[config.mk]
export PLATFORM = sky130hd
export DESIGN_NAME = echo_obstacle_hysteresis_detector_core
export DESIGN_NICKNAME = d
export VERILOG_FILES = /design/src/design/ehd_pkg.sv /design/src/design/ehd_cfg_regs.sv /design/src/design/ehd_tracker.sv /design/src/design/echo_obstacle_hysteresis_detector_core.sv
export SDC_FILE = /design/constraint.sdc
export NUM_CORES = 1
export LEC_CHECK = 0
export BUFFER_PORTS_ARGS = -buffer_cell sky130_fd_sc_hd__buf_2
export CAP_MARGIN = 30
export CORE_ASPECT_RATIO = 1.5
export CORE_MARGIN = 1
export CORE_UTILIZATION = 54
export DETAILED_ROUTE_END_ITERATION = 8
export GPL_ROUTABILITY_DRIVEN = 1
export PLACE_DENSITY = 0.72
export SETUP_SLACK_MARGIN = 0.2
export SYNTH_ARGS = -nofsm -noshare
export SYNTH_HDL_FRONTEND = slang
export SYNTH_SLANG_ARGS = --single-unit
export TNS_END_PERCENT = 5
[constraint.sdc]
create_clock -name clk_i -period 12.4 [get_ports clk_i]
set_input_delay 1.24 -clock clk_i [delete_from_list [all_inputs] [get_ports clk_i]]
set_output_delay 1.24 -clock clk_i [all_outputs]
set_load 0.01 [all_outputs]
[src/design/ehd_pkg.sv]
// Package of the echo obstacle detector: register codes, reset values, beat types
// and the divide-by-58 helper. Depends on nothing.
package ehd_pkg;

  localparam int unsigned CfgIdxW  = 3;
  localparam int unsigned CfgDataW = 16;

  typedef enum logic [2:0] {
    REG_STOP     = 3'd0,
    REG_CLEAR    = 3'd1,
    REG_CONFIRM  = 3'd2,
    REG_MAX_HOLD = 3'd3,
    REG_INTERVAL = 3'd4,
    REG_TIMEOUT  = 3'd5
  } cfg_reg_e;

  typedef enum logic [1:0] {
    CAUSE_NONE    = 2'd0,
    CAUSE_NO_ECHO = 2'd1,
    CAUSE_HOLD    = 2'd2
  } cause_e;

  localparam logic [10:0] StopReset     = 11'd20;
  localparam logic [10:0] ClearReset    = 11'd30;
  localparam logic [3:0]  ConfirmReset  = 4'd3;
  localparam logic [15:0] MaxHoldReset  = 16'd5000;
  localparam logic [15:0] IntervalReset = 16'd60;
  localparam logic [15:0] TimeoutReset  = 16'd30000;

  localparam logic [4:0] NoEchoExtra = 5'd2;

  // floor(x / 58) equals (x * ceil(2^22 / 58)) >> 22 for every 16-bit x.
  localparam int unsigned  Div58Shift = 22;
  localparam logic [16:0]  Div58Mul   = 17'd72316;

  typedef struct packed {
    logic [10:0] stop_distance_cm;
    logic [10:0] clear_distance_cm;
    logic [3:0]  clear_confirm_samples;
    logic [15:0] max_hold_ms;
    logic [15:0] sample_interval_ms;
    logic [15:0] echo_timeout_us;
  } cfg_t;

  typedef struct packed {
    logic [31:0] time_ms;
    logic [15:0] echo_us;
  } in_t;

  typedef struct packed {
    logic               sampled;
    logic signed [11:0] range_cm;
    logic               obstacle;
    logic               changed;
    logic [1:0]         force_cause;
  } out_t;

  function automatic logic [10:0] div58(input logic [15:0] echo);
    logic [32:0] prod;
    prod = {17'd0, echo} * {16'd0, Div58Mul};
    return prod[Div58Shift +: 11];
  endfunction

endpackage

[src/design/ehd_cfg_regs.sv]
// Configuration register bank of the echo obstacle detector.
// Depends on ehd_pkg.
module ehd_cfg_regs (
  input  logic                         clk_i,
  input  logic                         rst_ni,
  input  logic                         cfg_we_i,
  input  logic [ehd_pkg::CfgIdxW-1:0]  cfg_idx_i,
  input  logic [ehd_pkg::CfgDataW-1:0] cfg_data_i,
  output ehd_pkg::cfg_t                cfg_o
);

  ehd_pkg::cfg_t cfg_q;

  always_ff @(posedge clk_i or negedge rst_ni) begin
    if (!rst_ni) begin
      cfg_q.stop_distance_cm      <= ehd_pkg::StopReset;
      cfg_q.clear_distance_cm     <= ehd_pkg::ClearReset;
      cfg_q.clear_confirm_samples <= ehd_pkg::ConfirmReset;
      cfg_q.max_hold_ms           <= ehd_pkg::MaxHoldReset;
      cfg_q.sample_interval_ms    <= ehd_pkg::IntervalReset;
      cfg_q.echo_timeout_us       <= ehd_pkg::TimeoutReset;
    end else if (cfg_we_i) begin
      unique case (ehd_pkg::cfg_reg_e'(cfg_idx_i))
        ehd_pkg::REG_STOP:     cfg_q.stop_distance_cm      <= cfg_data_i[10:0];
        ehd_pkg::REG_CLEAR:    cfg_q.clear_distance_cm     <= cfg_data_i[10:0];
        ehd_pkg::REG_CONFIRM:  cfg_q.clear_confirm_samples <= cfg_data_i[3:0];
        ehd_pkg::REG_MAX_HOLD: cfg_q.max_hold_ms           <= cfg_data_i;
        ehd_pkg::REG_INTERVAL: cfg_q.sample_interval_ms    <= cfg_data_i;
        ehd_pkg::REG_TIMEOUT:  cfg_q.echo_timeout_us       <= cfg_data_i;
        default: begin
        end
      endcase
    end
  end

  assign cfg_o = cfg_q;

endmodule

[src/design/ehd_tracker.sv]
// Sample gate, distance conversion and hysteresis latch with its state registers.
// Depends on ehd_pkg.
module ehd_tracker (
  input  logic          clk_i,
  input  logic          rst_ni,
  input  logic          step_i,
  input  ehd_pkg::in_t  item_i,
  input  ehd_pkg::cfg_t cfg_i,
  output ehd_pkg::out_t res_o
);

  logic [31:0]        last_time_q, last_time_d;
  logic signed [11:0] last_dist_q, last_dist_d;
  logic               latch_q, latch_d;
  logic [4:0]         count_q, count_d;
  logic [31:0]        lock_q, lock_d;

  logic [31:0]   elapsed;
  logic [31:0]   held;
  logic          sample;
  logic          no_echo;
  logic [10:0]   quot;
  logic          pos;
  logic          is_stop;
  logic          is_clear;
  logic [4:0]    confirm;
  logic [4:0]    limit;
  ehd_pkg::cause_e cause;

  always_comb begin
    elapsed  = item_i.time_ms - last_time_q;
    sample   = elapsed >= {16'd0, cfg_i.sample_interval_ms};
    no_echo  = (item_i.echo_us == 16'd0) || (item_i.echo_us > cfg_i.echo_timeout_us);
    quot     = ehd_pkg::div58(item_i.echo_us);
    pos      = !no_echo && (quot != 11'd0);
    is_stop  = pos && (quot <= cfg_i.stop_distance_cm);
    is_clear = !no_echo && (quot >= cfg_i.clear_distance_cm);
    confirm  = {1'b0, cfg_i.clear_confirm_samples};
    limit    = confirm + ehd_pkg::NoEchoExtra;

    last_time_d = last_time_q;
    last_dist_d = last_dist_q;
    latch_d     = latch_q;
    count_d     = count_q;
    lock_d      = lock_q;
    cause       = ehd_pkg::CAUSE_NONE;
    held        = 32'd0;

    if (sample) begin
      last_time_d = item_i.time_ms;
      last_dist_d = no_echo ? -12'sd1 : $signed({1'b0, quot});
      if (is_stop) begin
        latch_d = 1'b1;
        count_d = 5'd0;
        lock_d  = item_i.time_ms;
      end else if (is_clear) begin
        if (count_q < confirm) count_d = count_q + 5'd1;
        if (count_d >= confirm) latch_d = 1'b0;
      end else if (pos) begin
        count_d = 5'd0;
      end else if (latch_q) begin
        if (count_q < limit) count_d = count_q + 5'd1;
        if (count_d >= limit) begin
          latch_d = 1'b0;
          cause   = ehd_pkg::CAUSE_NO_ECHO;
        end
      end
      held = item_i.time_ms - lock_d;
      if (latch_d && (lock_d != 32'd0) && (held > {16'd0, cfg_i.max_hold_ms})) begin
        latch_d = 1'b0;
        cause   = ehd_pkg::CAUSE_HOLD;
      end
    end

    res_o.sampled     = sample;
    res_o.range_cm    = last_dist_d;
    res_o.obstacle    = latch_d;
    res_o.changed     = latch_d != latch_q;
    res_o.force_cause = cause;
  end

  always_ff @(posedge clk_i or negedge rst_ni) begin
    if (!rst_ni) begin
      last_time_q <= 32'd0;
      last_dist_q <= 12'sd0;
      latch_q     <= 1'b0;
      count_q     <= 5'd0;
      lock_q      <= 32'd0;
    end else if (step_i) begin
      last_time_q <= last_time_d;
      last_dist_q <= last_dist_d;
      latch_q     <= latch_d;
      count_q     <= count_d;
      lock_q      <= lock_d;
    end
  end

endmodule

[src/design/echo_obstacle_hysteresis_detector_core.sv]
// Top level of the echo obstacle detector: input register, tracker, result register.
// Depends on ehd_pkg, ehd_cfg_regs and ehd_tracker.
//
//   channel | direction | handshake              | payload
//   cfg     | in        | cfg_we_i               | cfg_idx_i, cfg_data_i
//   in      | in        | in_valid_i / in_stall_o | in_data_i  (ehd_pkg::in_t)
//   out     | out       | out_valid_o / out_stall_i | out_data_o (ehd_pkg::out_t)
//
// One beat enters per cycle and its result passes the input register, the tracker
// and the result register. Throughput is one beat per cycle when out_stall_i is low.
// Reset restores the register defaults and clears the detector state.
// A stall on the output holds the result and backs up into in_stall_o.
module echo_obstacle_hysteresis_detector_core (
  input  logic                         clk_i,
  input  logic                         rst_ni,
  input  logic                         cfg_we_i,
  input  logic [ehd_pkg::CfgIdxW-1:0]  cfg_idx_i,
  input  logic [ehd_pkg::CfgDataW-1:0] cfg_data_i,
  input  logic                         in_valid_i,
  output logic                         in_stall_o,
  input  ehd_pkg::in_t                 in_data_i,
  output logic                         out_valid_o,
  input  logic                         out_stall_i,
  output ehd_pkg::out_t                out_data_o
);

  ehd_pkg::cfg_t cfg;
  ehd_pkg::out_t res;

  logic          in_v_q, in_v_d;
  ehd_pkg::in_t  in_q;
  logic          out_v_q, out_v_d;
  ehd_pkg::out_t out_q;
  logic          advance;
  logic          in_acc;

  ehd_cfg_regs u_cfg (
    .clk_i      (clk_i),
    .rst_ni     (rst_ni),
    .cfg_we_i   (cfg_we_i),
    .cfg_idx_i  (cfg_idx_i),
    .cfg_data_i (cfg_data_i),
    .cfg_o      (cfg)
  );

  ehd_tracker u_tracker (
    .clk_i  (clk_i),
    .rst_ni (rst_ni),
    .step_i (advance && in_v_q),
    .item_i (in_q),
    .cfg_i  (cfg),
    .res_o  (res)
  );

  always_comb begin
    advance    = !out_v_q || !out_stall_i;
    in_stall_o = in_v_q && !advance;
    in_acc     = in_valid_i && !in_stall_o;
    in_v_d     = in_acc ? 1'b1 : (advance ? 1'b0 : in_v_q);
    out_v_d    = advance ? in_v_q : out_v_q;
  end

  always_ff @(posedge clk_i or negedge rst_ni) begin
    if (!rst_ni) begin
      in_v_q  <= 1'b0;
      out_v_q <= 1'b0;
    end else begin
      in_v_q  <= in_v_d;
      out_v_q <= out_v_d;
    end
  end

  always_ff @(posedge clk_i) begin
    if (in_acc) in_q <= in_data_i;
    if (advance && in_v_q) out_q <= res;
  end

  assign out_valid_o = out_v_q;
  assign out_data_o  = out_q;

endmodule

==> results of run 1 <==
## critical path: cells and delay by family (launching register included)
family / cells / cell delay [ps]
adders and majority gates: 10 / 4050
and+or+nand+nor: 10 / 1660
buffers and inverters: 7 / 860
DFF: 1 / 560
muxes: 1 / 250
xor gates and xnor gates: 1 / 140
AOI/OAI and AO/OA: 19 / 3930
## worst max-delay path by stage
stage	startpoint	endpoint	slack, ps	cells past startpoint
3_3_place_gp	in_q[13]	out_data_o[2]	510	49
3_5_place_dp	in_q[13]	out_data_o[2]	240	47
6_report	in_q[9]	out_data_o[2]	660	48
5_1_grt	in_q[9]	out_data_o[2]	140	48
2_1_floorplan	in_q[13]	out_data_o[2]	560	52
4_1_cts	in_q[13]	out_data_o[2]	220	47
## area by class of cell
class | count | area, um^2 | share of cell area [%]
Clock inverter | 12 | 142.6 | 0.6368
Clock buffer | 32 | 680.7 | 3.039
Multi-Input combinational cell | 1549 | 13050 | 58.25
Inverter | 289 | 1085 | 4.843
Tap cell | 478 | 598.1 | 2.670
Timing Repair Buffer | 144 | 909.6 | 4.061
Sequential cell | 223 | 5936 | 26.50
## flip-flops by register name (all words and copies together), names as in the netlist
name and cells:
u_tracker.last_time_q 32, u_cfg.cfg_o 74, u_tracker.latch_q 1, out_data_o 17, u_tracker.lock_q 32, in_v_q 1, u_tracker.last_dist_q 12, out_valid_o 1
u_tracker.count_q 5, in_q 48
## kinds of logic (layout without fill, tap and decap cells)
logic type,Yosys count,after routing
flops,223,223
simple gates,500,500
xor+xnor,61,61
fa+ha+maj,364,364
buf+inv,343,477
mux,124,124
compound gates,500,500
## layout by cell type (no fill, tap or decap), types with 23 or more instances in the layout
cell type,Yosys,routed
mux2i_1,46,39
nand4_1,36,36
dfstp_2,24,24
mux2_2,78,78
fa_1,81,81
o21bai_1,24,24
xnor2_1,37,37
nand3_1,27,25
a21oi_1,129,123
a21o_1,56,56
inv_1,289,287
clkbuf_16,0,24
buf_2,13,89
edfxtp_1,65,65
nand2b_1,23,23
o21a_1,25,25
nand2_1,169,167
nor2_1,105,103
buf_4,0,49
o21ai_0,148,147
ha_1,283,273
dfrtp_1,134,134
## what timing repair did
item                                    4_1_cts  5_1_grt
resized for setup                             0       61
endpoints found under the setup margin        0        4
buffers inserted                              0       26
hold endpoints to repair                      0        0
## per-layer routing
layer | vias up | wire length [um] | GRT usage [%]
met2 | 438 | 30460 | 58.80
li1 | 7678 | - | -
met3 | 202 | 1908 | 3.019
met4 | 0 | 4361 | 20.54
met1 | 7850 | 20380 | 30.82
met5 | - | 0 | 0
## through the flow
| stage | utilization [%] | worst slack [ps] |
|---|---|---|
| after floorplan | - | 558.0 |
| after global placement | 58.15 | 508.7 |
| after detailed placement | 58.15 | 238.0 |
| after CTS | 60.43 | 216.7 |
| after global routing | 61.95 | 141.6 |
| final | 61.95 | 664.9 |
==> qor.yml, run 1 <==
cells_and_area:
  n_fill_cell: 3052
  finish.instance_area_um2: 22400
  drive_above_1_share_pct: 16.18
  n_antenna_cell: 0
  final_cells: 2727
  synthToLayoutAreaGrowth_pct: 12.27
  nNetsFinal: 2667
logic_synthesis:
  synth_cells: 2115
  yosysTopAreaCellShare_pct: 17.75
  synthSimpleGateAreaFrac_pct: 12.49
  ys_ff_latch: 223
  synth_top_family_by_area: "adder cells"
  synth_most_common_cell: "inv_1"
  ys_async_sr_fraction_pct: 70.85
  synthXorXnorAreaFrac_pct: 2.715
  synth_area_leaders: "ha_1 18%, dfrtp_1 17%, edfxtp_1 9.8%"
  ys_types: 79
  syn_nets: 2551
  synth_common_cells: "289 x inv_1, 283 x ha_1, 169 x nand2_1, 148 x o21ai_0, 134 x dfrtp_1"
  synth-main-ff-cell: "dfrtp_1"
  synth_mux_area_share_pct: 6.710
  yosysTopAreaCell: "ha_1"
  ys_warn_count: 0
  synth_edf_count: 65
  synth_area_um2: 19950
  synth.avg_cell_area_um2: 9.434
  synth-compound-area-share_pct: 15.93
  ys_seq_area_share_pct: 29.75
  synth-adder-area-share_pct: 25.87
route:
  postRouteAntennaNets: 0
  routed_wl_um: 57110
  detailedRoute.firstIterationViolations: 908
  route.detailed.drc: 0
  via_per_inst: 5.929
  drt_pass1_iterations: 5
  routedWlPerCell_um: 20.94
  dr_total_vias: 16168
critical_path:
  ff2ff_setup_slack_ps: 660
  reg2reg_depth: 48
  crit_fanout: 9
  worstPathRequired_ps: 12700
  cp_common_cell: "fa_1"
  cp-end-kind: "flop"
  cp_slowest_cell: "edfxtp_1"
  path_class: "reg2reg"
  arrival_ps: 12030
  r2r-end: "out_data_o[2]"
  cp-start-kind: "flop"
  critPathMaxStageDelay_ps: 560
  r2r-start: "in_q[9]"
floorplanning:
  num_rows: 85
  die_w_um: 159.0
  dieArea_um2: 37740
  core_um2: 36160
  ios: 91
  initial_core_util_pct: 55.18
  chipHeight_um: 237.4
timing:
  tns_ps: 0
  setup_violations: 0
  period_share_pct: 94.64
  holdWs_ps: 480.0
  fmax_ghz: 0.08521
  fin_skew_ps: 18.50
  grt_setup_unrepaired: "no"
  maxSlewHeadroom_pct: 34.21
  worst_pin_slew_ps: 961.9
  hold_viol_final: 0
  maxSlewViolCount: 0
  fin_crit_ps: 11740
clock_tree:
  holdBufCountCts: 0
  cts_buffer_depth: 3
  cts-htree-levels: 1
  cts_tree: "built"
  numClockSinks: 223
  cts-root-buf: "clkbuf_16"
  clkTransAtPathRegs_ps: 70
  insertion_delay_ps: 560
  cts_buffers: 24
place:
  place.gp.congestion: 1.032
  place_area_um2: 21030
  dp.cells: 2656
  place_hpwl_um: 45860
  portBuffers: 90
run_status:
  outcome: "completed"
global_routing:
  grt_pass1_vias: 16886
  grt_usage_pct: 30.52
  antenna_found_initial: 0
  grt_max_degree: 96
  grt-ovfl-total: 0
  grt_pass1_wl_um: 89540
job:
  drv_cap: 0
hold_path:
  whs_path_depth: 2
  hp-start: "u_tracker.lock_q[23]"
  min_path_type: "reg2reg"
  hold_end: "u_tracker.lock_q[23]"
Power of run 1 is not shown: default switching activity piles up to over one toggle a cycle in this logic, so the estimate is an artifact.
==> run 2: changes to the inputs <==
--- a/config.mk
+++ b/config.mk
@@ -5,6 +5,7 @@
 export SDC_FILE = /design/constraint.sdc
 export NUM_CORES = 1
 export LEC_CHECK = 0
+export ABC_AREA = 1
 export BUFFER_PORTS_ARGS = -buffer_cell sky130_fd_sc_hd__buf_2
 export CAP_MARGIN = 30
 export CORE_ASPECT_RATIO = 1.5
@@ -12,7 +13,7 @@
 export CORE_UTILIZATION = 54
 export DETAILED_ROUTE_END_ITERATION = 8
 export GPL_ROUTABILITY_DRIVEN = 1
-export PLACE_DENSITY = 0.72
+export PLACE_DENSITY = 0.71
 export SETUP_SLACK_MARGIN = 0.2
 export SYNTH_ARGS = -nofsm -noshare
 export SYNTH_HDL_FRONTEND = slang
==> run 2 against run 1 <==
Against the previous run: die area is 2.9% higher; non-clock buffer count is 46 lower; highest routed layer unchanged; routed wire length is 4.7% higher.
==> qor.yml, run 2 <==
timing:
  fin_skew_ps: 11.83
  tns_ps: 0
  fmax_ghz: 0.09316
  maxSlewViolCount: 0
  hold_viol_final: 0
  setup_violations: 0
  maxSlewHeadroom_pct: 40.23
  worst_pin_slew_ps: 894.3
  period_share_pct: 86.56
  grt_setup_unrepaired: "no"
  fin_crit_ps: 10730
job:
  drv_cap: 0
logic_synthesis:
  ys_async_sr_fraction_pct: 70.85
  yosysTopAreaCell: "ha_1"
  ys_ff_latch: 223
  synth_area_um2: 20530
  synth_common_cells: "598 x nand2_1, 522 x inv_1, 283 x ha_1, 193 x o21ai_0, 139 x nor2_1"
  syn_nets: 3049
  synth-main-ff-cell: "dfrtp_1"
  synth_area_leaders: "ha_1 17%, dfrtp_1 16%, nand2_1 11%"
  ys_warn_count: 0
  synth_cells: 2613
  ys_types: 66
  yosysTopAreaCellShare_pct: 17.25
  synth_most_common_cell: "nand2_1"
  ys_seq_area_share_pct: 28.91
  synth.avg_cell_area_um2: 7.856
  synth_edf_count: 65
cells_and_area:
  most-common-layout-cells: "598 x nand2_1, 521 x inv_1, 283 x ha_1"
  synthToLayoutAreaGrowth_pct: 8.606
  largest_reg_flops: 74
  layout_commonest_cell: "nand2_1"
  finish.instance_area_um2: 22300
  n_antenna_cell: 0
  nNetsFinal: 3136
  drive_above_1_share_pct: 9.235
floorplanning:
  initial_core_util_pct: 54.66
  num_rows: 87
  dieArea_um2: 38820
  core_um2: 37550
  die_w_um: 161.2
  chipHeight_um: 240.8
  ios: 91
global_routing:
  grt_pass1_wl_um: 93870
  grt_usage_pct: 31.63
  grt_max_degree: 96
  grt_pass1_vias: 18019
  grt-ovfl-total: 0
  antenna_found_initial: 0
power_and_ir_drop:
  leakage_nw: 11.73
  share_comb_of_total_power_pct: 73.1
  power_frac_clock_pct: 10.9
  power.density_nw_per_um2: 304.4
  switching_power_mw: 3.674
  peakVddDrop_mv: 0.2653
  pwr-share-seq_pct: 16.0
  p_int_mw: 3.112
  swShare_pct: 54.14
critical_path:
  worstPathRequired_ps: 12700
  r2r-start: "in_q[12]"
  cp_common_cell: "nand2_1"
  ff2ff_setup_slack_ps: 1670
  path_class: "reg2reg"
  r2r-end: "out_data_o[2]"
  critPathMaxStageDelay_ps: 630
  cp-end-kind: "flop"
  crit_start: "in_q[12]"
  arrival_ps: 11030
  reg2reg_depth: 53
  cp_slowest_cell: "edfxtp_1"
  cp-start-kind: "flop"
  crit_fanout: 43
route:
  drt_pass1_iterations: 6
  detailedRoute.firstIterationViolations: 760
  dr_total_vias: 17497
  routedWlPerCell_um: 18.65
  via_per_inst: 5.456
  route.detailed.drc: 0
  postRouteAntennaNets: 0
  routed_wl_um: 59800
clock_tree:
  holdBufCountCts: 0
  cts_buffer_depth: 3
  insertion_delay_ps: 550
  cts_buffers: 24
  cts_resized: 0
  post-cts-setup-buffers: 0
  cts-root-buf: "clkbuf_16"
  numClockSinks: 223
  clkTransAtPathRegs_ps: 60
  cts_tree: "built"
  cts-htree-levels: 1
place:
  portBuffers: 90
  place.gp.congestion: 1.011
  place_hpwl_um: 49620
  place_area_um2: 21460
hold_path:
  min_path_type: "in2async"
run_status:
  outcome: "completed"
## run 2: area by class of cell
type | instances | area (um^2)
Multi-Input combinational cell | 1825 | 12370
Clock inverter | 15 | 138.9
Fill cell | 3466 | 15260
Inverter | 528 | 1984
Tap cell | 489 | 611.8
Timing Repair Buffer | 98 | 584.3
Clock buffer | 29 | 670.6
Sequential cell | 223 | 5936
## run 2: cells by family after synthesis
logic type	count (synthesis)	synth area share, %
adder cells (fa/ha/maj)	364	25.15
XOR/XNOR	56	2.389
flip-flops	223	28.91
buffers and inverters	565	10.83
AO/OA/AOI/OAI	480	13.68
AND/OR/NAND/NOR	925	19.03
## run 2: critical path: cells and delay by family (launching register included)
family	cells	cell delay, ps
buffers and inverters	9	1020
xor gates and xnor gates	1	150
adders and majority gates	10	4430
AOI/OAI and AO/OA	4	810
and+or+nand+nor	29	3420
DFF	1	630
## run 2: how the worst max path moves through the flow
stage / endpoint / slack [ps]
after global placement: out_data_o[2] / 1870
after CTS: out_data_o[2] / 1720
final: out_data_o[2] / 1670
after detailed placement: out_data_o[2] / 1800
after global routing: out_data_o[2] / 900
after floorplan: out_data_o[2] / 3320
## run 2: power groups by stage
stage	combinational (mW)	clock [mW]	sequential, mW
after floorplan	3.63	0	1.07
after global placement	4.87	0	1.09
after detailed placement	4.94	0	1.10
after CTS	4.97	0.748	1.09
after global routing	5.66	0.780	1.11
final	4.96	0.738	1.09
## run 2: metrics by stage
stage / instances / hold slack, ps / power [mW] / util [%] / setup slack, ps
2_1_floorplan: 2613 / 447.7 / 4.693 / - / 3315
3_3_place_gp: 3159 / 457.6 / 5.960 / 56.95 / 1871
3_5_place_dp: 3162 / 468.8 / 6.040 / 57.14 / 1799
4_1_cts: 3206 / 484.7 / 6.804 / 59.29 / 1724
5_1_grt: 3207 / 457.8 / 7.548 / 59.37 / 896.5
6_report: 3207 / 472.9 / 6.786 / 59.37 / 1666
## run 2: routing by layer
metal  track usage, %  routed length (um)  part of all wire (%)  vias up
met2            61.70               32120                    54      465
met1            29.59               20270                    34     8197
li1                 -                   -                     -     8608
met3            3.111                1861                   3.1      227
met5                0                   0                     0        -
met4            25.70                5555                   9.3        0
Power figures use the tool's default switching activity.
